<file path="src/hw/rtl/complex_matrix_multiply_core_macros.svh">
// assertion macros for the complex matrix multiply core
`ifndef COMPLEX_MATRIX_MULTIPLY_CORE_MACROS_SVH
`define COMPLEX_MATRIX_MULTIPLY_CORE_MACROS_SVH

`ifndef NO_ASSERTIONS
`define CMM_ASSERT_SAME(label, clk, rst_n, ante, cons) \
    label: assert property (@(posedge clk) disable iff (!rst_n) (ante) |-> (cons)) \
        else $error("assertion failed");
`define CMM_ASSERT_NEXT(label, clk, rst_n, ante, cons) \
    label: assert property (@(posedge clk) disable iff (!rst_n) (ante) |=> (cons)) \
        else $error("assertion failed");
`else
`define CMM_ASSERT_SAME(label, clk, rst_n, ante, cons)
`define CMM_ASSERT_NEXT(label, clk, rst_n, ante, cons)
`endif

`endif

</file>
<file path="src/hw/rtl/cmm_pkg.sv">
// shared types and constants for the complex matrix multiply core
package cmm_pkg;

    localparam int OPC_W  = 2;
    localparam int IDX_W  = 3;
    localparam int CMP_W  = 16;
    localparam int PRD_W  = 32;
    localparam int ACC_W  = 36;
    localparam int QCNT_W = 2;

    localparam logic [OPC_W-1:0] OP_LOAD_LEFT  = 2'd0;
    localparam logic [OPC_W-1:0] OP_LOAD_RIGHT = 2'd1;
    localparam logic [OPC_W-1:0] OP_COMPUTE    = 2'd2;

    localparam logic [QCNT_W-1:0] QCNT_RESET = 2'd3;

    typedef struct packed {
        logic signed [CMP_W-1:0] re;
        logic signed [CMP_W-1:0] im;
    } t_elem;

    typedef struct packed {
        logic [IDX_W-1:0] row;
        logic [IDX_W-1:0] col;
        logic             first;
        logic             done;
        logic             last;
    } t_tag;

endpackage

</file>
<file path="src/hw/rtl/cmm_mac.sv">
// shared complex multiply-accumulate unit with registered products and output
module cmm_mac (
    input  logic                              i_clk,
    input  logic                              i_rst_n,
    input  logic                              i_vld,
    input  cmm_pkg::t_tag                     i_tag,
    input  cmm_pkg::t_elem                    i_a,
    input  cmm_pkg::t_elem                    i_b,
    output logic                              o_busy,
    output logic                              o_vld,
    output cmm_pkg::t_tag                     o_tag,
    output logic signed [cmm_pkg::ACC_W-1:0]  o_re,
    output logic signed [cmm_pkg::ACC_W-1:0]  o_im
);
    import cmm_pkg::*;

    logic                    r_p_vld;
    t_tag                    r_p_tag;
    logic signed [PRD_W-1:0] r_p_rr;
    logic signed [PRD_W-1:0] r_p_ii;
    logic signed [PRD_W-1:0] r_p_ri;
    logic signed [PRD_W-1:0] r_p_ir;
    logic signed [ACC_W-1:0] r_acc_re;
    logic signed [ACC_W-1:0] r_acc_im;
    logic                    r_o_vld;
    t_tag                    r_o_tag;
    logic signed [ACC_W-1:0] r_o_re;
    logic signed [ACC_W-1:0] r_o_im;

    logic signed [PRD_W:0]   term_re;
    logic signed [PRD_W:0]   term_im;
    logic signed [ACC_W-1:0] base_re;
    logic signed [ACC_W-1:0] base_im;
    logic signed [ACC_W-1:0] n_acc_re;
    logic signed [ACC_W-1:0] n_acc_im;

    always_comb begin
        term_re  = (PRD_W+1)'(r_p_rr) - (PRD_W+1)'(r_p_ii);
        term_im  = (PRD_W+1)'(r_p_ri) + (PRD_W+1)'(r_p_ir);
        base_re  = r_p_tag.first ? '0 : r_acc_re;
        base_im  = r_p_tag.first ? '0 : r_acc_im;
        n_acc_re = base_re + ACC_W'(term_re);
        n_acc_im = base_im + ACC_W'(term_im);
    end

    always_ff @(posedge i_clk) begin
        if (!i_rst_n) begin
            r_p_vld <= 1'b0;
            r_o_vld <= 1'b0;
        end else begin
            r_p_vld <= i_vld;
            r_o_vld <= r_p_vld && r_p_tag.done;
        end
    end

    always_ff @(posedge i_clk) begin
        if (i_vld) begin
            r_p_tag <= i_tag;
            r_p_rr  <= i_a.re * i_b.re;
            r_p_ii  <= i_a.im * i_b.im;
            r_p_ri  <= i_a.re * i_b.im;
            r_p_ir  <= i_a.im * i_b.re;
        end
        if (r_p_vld) begin
            r_acc_re <= n_acc_re;
            r_acc_im <= n_acc_im;
            if (r_p_tag.done) begin
                r_o_tag <= r_p_tag;
                r_o_re  <= n_acc_re;
                r_o_im  <= n_acc_im;
            end
        end
    end

    assign o_busy = r_p_vld;
    assign o_vld  = r_o_vld;
    assign o_tag  = r_o_tag;
    assign o_re   = r_o_re;
    assign o_im   = r_o_im;

endmodule

</file>
<file path="config.mk">
export PLATFORM = sky130hd
export DESIGN_NAME = cmm_mac
export DESIGN_NICKNAME = d
export VERILOG_FILES = /design/src/hw/rtl/complex_matrix_multiply_core_macros.svh /design/src/hw/rtl/cmm_pkg.sv /design/src/hw/rtl/cmm_mac.sv
export SDC_FILE = /design/constraint.sdc
export NUM_CORES = 2
export LEC_CHECK = 0
export BUFFER_PORTS_ARGS = -buffer_cell sky130_fd_sc_hd__buf_2
export CORE_MARGIN = 1.5
export CORE_UTILIZATION = 36
export CTS_BUF_LIST = sky130_fd_sc_hd__clkbuf_16
export DETAILED_ROUTE_END_ITERATION = 8
export PLACE_DENSITY = 0.56
export SETUP_SLACK_MARGIN = 0.3
export SYNTH_ARGS = -nofsm -noshare
export SYNTH_HDL_FRONTEND = slang
export SYNTH_SLANG_ARGS = --single-unit
</file>
<file path="constraint.sdc">
create_clock -name i_clk -period 7.1 [get_ports i_clk]
set_input_delay 0.71 -clock i_clk [delete_from_list [all_inputs] [get_ports i_clk]]
set_output_delay 0.71 -clock i_clk [all_outputs]
set_load 0.05 [all_outputs]
</file>
[Word-level counts from Yosys, hierarchy flattened]
Cells that the tools add are included.
Storage, ports and cells
  output and inout bits: 83
  bits in registers: 291
  logic and storage cells: 31
  input bits: 76
Cells by class
  add/subtract/negate cells: 4
  reductions and logical operators: 2
  multiply operators: 4
  muxes and demuxes: 2
Operators with widths (count)
  $mul 16x16->32: 4
  $add 36x33->36: 2
  $mux 36: 2
  $add 32x32->33: 1
  $sub 32x32->33: 1
  $reduce_and 2->1: 1
  $logic_and 1x1->1: 1

[Longest topological paths before layout]
  word-level depth: 2
  gate-level depth with buffers: 24
  depth with buffers taken out: 23

[Worst setup path before layout]
Ideal clock, no wire load.
  kind: input -> register
  start point: input port i_a[31] (netlist name)
  end point: register r_p_ri[31] (data pin)
  setup slack: 0.551 ns
  cell stages on the path: 21
  buffers on the path: 1
  library setup time: 0.260 ns
  arrival time: 6.290 ns
  required time: 6.840 ns
  cells stage by stage: clkbuf_1 nand2_1 inv_1 fa_1 fa_1 inv_1 fa_1 fa_1 fa_1 fa_1 inv_1 ha_1 and3_1 nand3_1 o211ai_1 a21oi_1 o31ai_1 a211oi_1 o41ai_1 a21oi_1 xnor2_1
Between the ends
  longest elaborated chain between the ends: 1
Ends and longest elaborated chain
  start: declaration: line cmm_mac.sv:7  | input cmm_pkg::t_elem i_a,
  $mul 16x16->32: line cmm_mac.sv:61  | r_p_ri <= i_a.re * i_b.im;
  end signal: assignment: line cmm_mac.sv:61
  end: declaration: line cmm_mac.sv:21  | logic signed [PRD_W-1:0] r_p_ri;
No other way between the ends.
A chain may end at the register's enable or synchronous reset.

[Worst setup path after layout]
  start point: input port i_b[5] (netlist name)
  end point: register r_p_ii[31] (data pin)
Between the ends
  longest elaborated chain between the ends: 1
Ends and longest elaborated chain
  start: declaration: line cmm_mac.sv:8  | input cmm_pkg::t_elem i_b,
  $mul 16x16->32: line cmm_mac.sv:60  | r_p_ii <= i_a.im * i_b.im;
  end signal: assignment: line cmm_mac.sv:60
  end: declaration: line cmm_mac.sv:20  | logic signed [PRD_W-1:0] r_p_ii;
No other way between the ends.

==> flow_metrics.tcl <==
set metrics [dict create \
    result_of_the_run "finished, final reports clean" \
    critPathMaxFanout 20 \
    worstHoldPathType "primary input to register" \
    arrival_ps 6920 \
    number_of_vias_in_the_routed_layout 36900 \
    yosys_warnings 0 \
    yosys_most_used_dff "edfxtp_1" \
    synth-seq-cells 291 \
    fin_crit_sh 0.929 \
    clock_tree_from_tritoncts "built" \
    drt_pre_antenna_iters 5 \
    finalSetupViolCount 0 \
    critical_path.reg2reg.startpoint "r_p_tag[2]$_DFFE_PP_" \
    synth.distinct_cells 68 \
    max_freq_ghz 0.152 \
    rsz0062_at_grt "false" \
    fin_hold_ws_ps 284 \
    die_height_microns 390 \
    ant_nets 0 \
    ys_async_sr_fraction 0 \
    area.sequential_sq_um 8720 \
    yosysSeqAreaShare 0.162 \
    transition_time_at_the_pin_with_the_least_slew_margin_ps 874 \
    finClkSkew_ps 40.7 \
    timing.final.hold_violations 0 \
    dp_hpwl_mm 119 \
    floorplan.io_pins 159 \
    timing.hold.worst_path_depth 1 \
    hp-start "i_tag[8]" \
    synth_top_area_frac 0.416 \
    numPortBuffers 157 \
    synth_area_sq_um 53800 \
    critPathLaunchType "primary input" \
    final.min_clock_period_ps 6590 \
    worst_hold_endpoint "r_p_tag[8]$_DFFE_PP_" \
    tritoncts.num_buffers 40 \
    clkTransAtPathRegs_ps 60 \
    synth-edff-count 289 \
    wl_mm 143 \
    fin_nets 7254 \
    die-width_microns 390 \
    layout_setup_ws_ps 505 \
    synth_top_area_cell "fa_1" \
    first_global_vias 41200 \
    cp_data_required_time_ps 7420 \
    cts_root_buf "clkbuf_16" \
    core-area_sq_um 148000 \
    floorplan.die_area_sq_um 152000 \
    drt-wirelength-per-cell_microns 18.8 \
    syn_nets 7007 \
    grt_pass1_wl_mm 232 \
    timing.setup.critical_path_class "primary input to register" \
    drive_above_1_share 0.0868 \
    routed_via_density 4.84 \
    total_negative_slack_ps 0 \
    slew_headroom 0.418 \
    multi_input_gate_area_in_the_final_layout_sq_um 39400 \
    core.rowCount 141 \
    yosys-top-cells-area "fa_1 (42%), edfxtp_1 (16%), ha_1 (9.3%), inv_1 (9.1%), and2_1 (5.8%)" \
    placement_stage_worst_setup_slack_ps -174 \
    slew_viol_final 0 \
    initial_core_utilization 0.364 \
    end_kind "register" \
    worst_skew_pair.late_latency_ps 610 \
    ctsLongestPathBuffers 3 \
    layout.filler_cells 14500 \
    timing.reg2reg.worst_path_depth 15 \
    r2r_setup_slack_ps 2140 \
    grt_max_degree 76 \
    synthesis.instances 5412 \
    grt_antenna_before_repair 17 \
    h-tree-depth 2 \
    gr-total-overflow 0 \
    tritoncts_num_sinks 291 \
    critical_path.reg2reg.endpoint "o_re[28]$_DFFE_PP_" \
    syn_avg_cell_area_sq_um 9.95 \
    dr.first_iter.drc_count 2087 \
    drc 0 \
    gpl.final_weighted_congestion 0.920 \
    grt_util_all_layers 0.197 \
    areaGrowthSynthToFinish_pct 11.0 \
    max_cap_violations 0 \
]
[synthesized netlist by cell type, types with 8 or more instances]
| cell | count |
|---|---|
| and4_1 | 8 |
| xnor2_1 | 160 |
| ha_1 | 400 |
| edfxtp_1 | 289 |
| clkbuf_1 | 209 |
| a21o_1 | 63 |
| o21bai_1 | 24 |
| nor3_1 | 35 |
| fa_1 | 1119 |
| a21oi_1 | 156 |
| xor2_1 | 38 |
| nand3_1 | 38 |
| and3_1 | 25 |
| a211oi_1 | 21 |
| inv_1 | 1311 |
| o21a_1 | 30 |
| o211ai_1 | 15 |
| nor2b_1 | 53 |
| and2_1 | 500 |
| nand2_1 | 533 |
| nand4_1 | 9 |
| nor2_1 | 121 |
| a31oi_1 | 11 |
| o21ai_0 | 62 |
| a211o_1 | 8 |
| nand2b_1 | 65 |
[state kept, by name, indices dropped and copies added (netlist names)]
register  count
o_im         36
o_re         36
r_acc_im     36
r_acc_re     36
r_p_ii       32
r_p_ir       32
r_p_ri       32
r_p_rr       32
r_p_tag       9
o_tag         8
o_busy        1
o_vld         1
[worst max-delay path, cell delays in order]
cell and delay, ps:
buf_2 470, and2_1 240, fa_1 410, inv_1 70, fa_1 430, fa_1 510
inv_1 50, fa_1 490, fa_1 490, inv_1 50, fa_1 590, inv_1 70
ha_1 320, a21o_1 170, a21oi_1 370, o21bai_1 110, a22o_1 230, buf_4 170
o211ai_1 270, a31oi_1 180, a21o_1 200, a21oi_1 160, xnor2_1 120
[what timing repair did]
action / in CTS / in global routing
resized for setup: 0 / 6
setup buffers: 0 / 0
hold buffers: 0 / 0
setup endpoints to repair: 0 / 5
[layout make-up]
| class | count | area share |
|---|---|---|
| Tap cell | 1930 | 0.0404 |
| Sequential cell | 291 | 0.146 |
| Clock buffer | 41 | 0.0172 |
| Timing Repair Buffer | 421 | 0.0502 |
| Inverter | 1311 | 0.0823 |
| Multi-Input combinational cell | 3594 | 0.659 |
| Antenna cell | 5 | 0.000209 |
| Clock inverter | 32 | 0.00490 |
[cell usage in the layout, fill, tap and decap left out, drive strengths merged, types with 35 or more instances in the layout]
cell type	synthesis	final
a21o	63	63
xor2	38	38
ha	400	400
edfxtp	289	289
clkbuf	209	47
nor2b	53	53
nand3	38	38
fa	1119	1119
nand2b	65	65
nor2	121	121
nand2	533	533
xnor2	160	160
buf	7	415
nor3	35	35
o21ai	65	65
a21oi	157	157
inv	1311	1322
and2	500	500
[worst max path at each step]
stage / slack [ps] / end / cells after the start / start
global route: 300 / r_p_ri[31]$_DFFE_PP_ / 23 / i_b[8]
CTS: 480 / r_p_ii[30]$_DFFE_PP_ / 21 / i_b[1]
detailed placement: -170 / r_p_ii[30]$_DFFE_PP_ / 21 / i_b[1]
floorplan: 550 / r_p_ri[31]$_DFFE_PP_ / 21 / i_a[31]
global placement: -110 / r_p_ii[22]$_DFFE_PP_ / 22 / i_b[1]
finish: 510 / r_p_ii[31]$_DFFE_PP_ / 23 / i_b[5]
[per-layer routing]
layer	vias up	share of wire	wire length, microns	GRT usage
met3	230	0.054	7800	0.0330
li1	16800	-	-	-
met5	-	0.00064	91	0
met4	14	0.036	5130	0.0675
met1	19000	0.43	61900	0.258
met2	848	0.48	68400	0.330
[per-stage QoR]
| step | std cells | instance area (sq um) | utilization |
|---|---|---|---|
| floorplan | 5412 | 53800 | - |
| global placement | 7547 | 58400 | 0.395 |
| detailed placement | 7547 | 58400 | 0.395 |
| CTS | 7620 | 59700 | 0.404 |
| global route | 7622 | 59800 | 0.404 |
| finish | 7625 | 59800 | 0.404 |
[kinds of logic after synthesis]
logic type               share of synthesized area
other                                    0.0000697
adder cells (fa/ha/maj)                      0.509
AO/OA/AOI/OAI                               0.0569
flip-flops                                   0.162
XOR/XNOR                                    0.0322
multiplexers                              0.000186
buffers and inverters                        0.107
AND/OR/NAND/NOR                              0.133
Power is left out: the tool's default activity adds up to more than one toggle a clock period on the data nets, which glitch-free logic cannot reach.
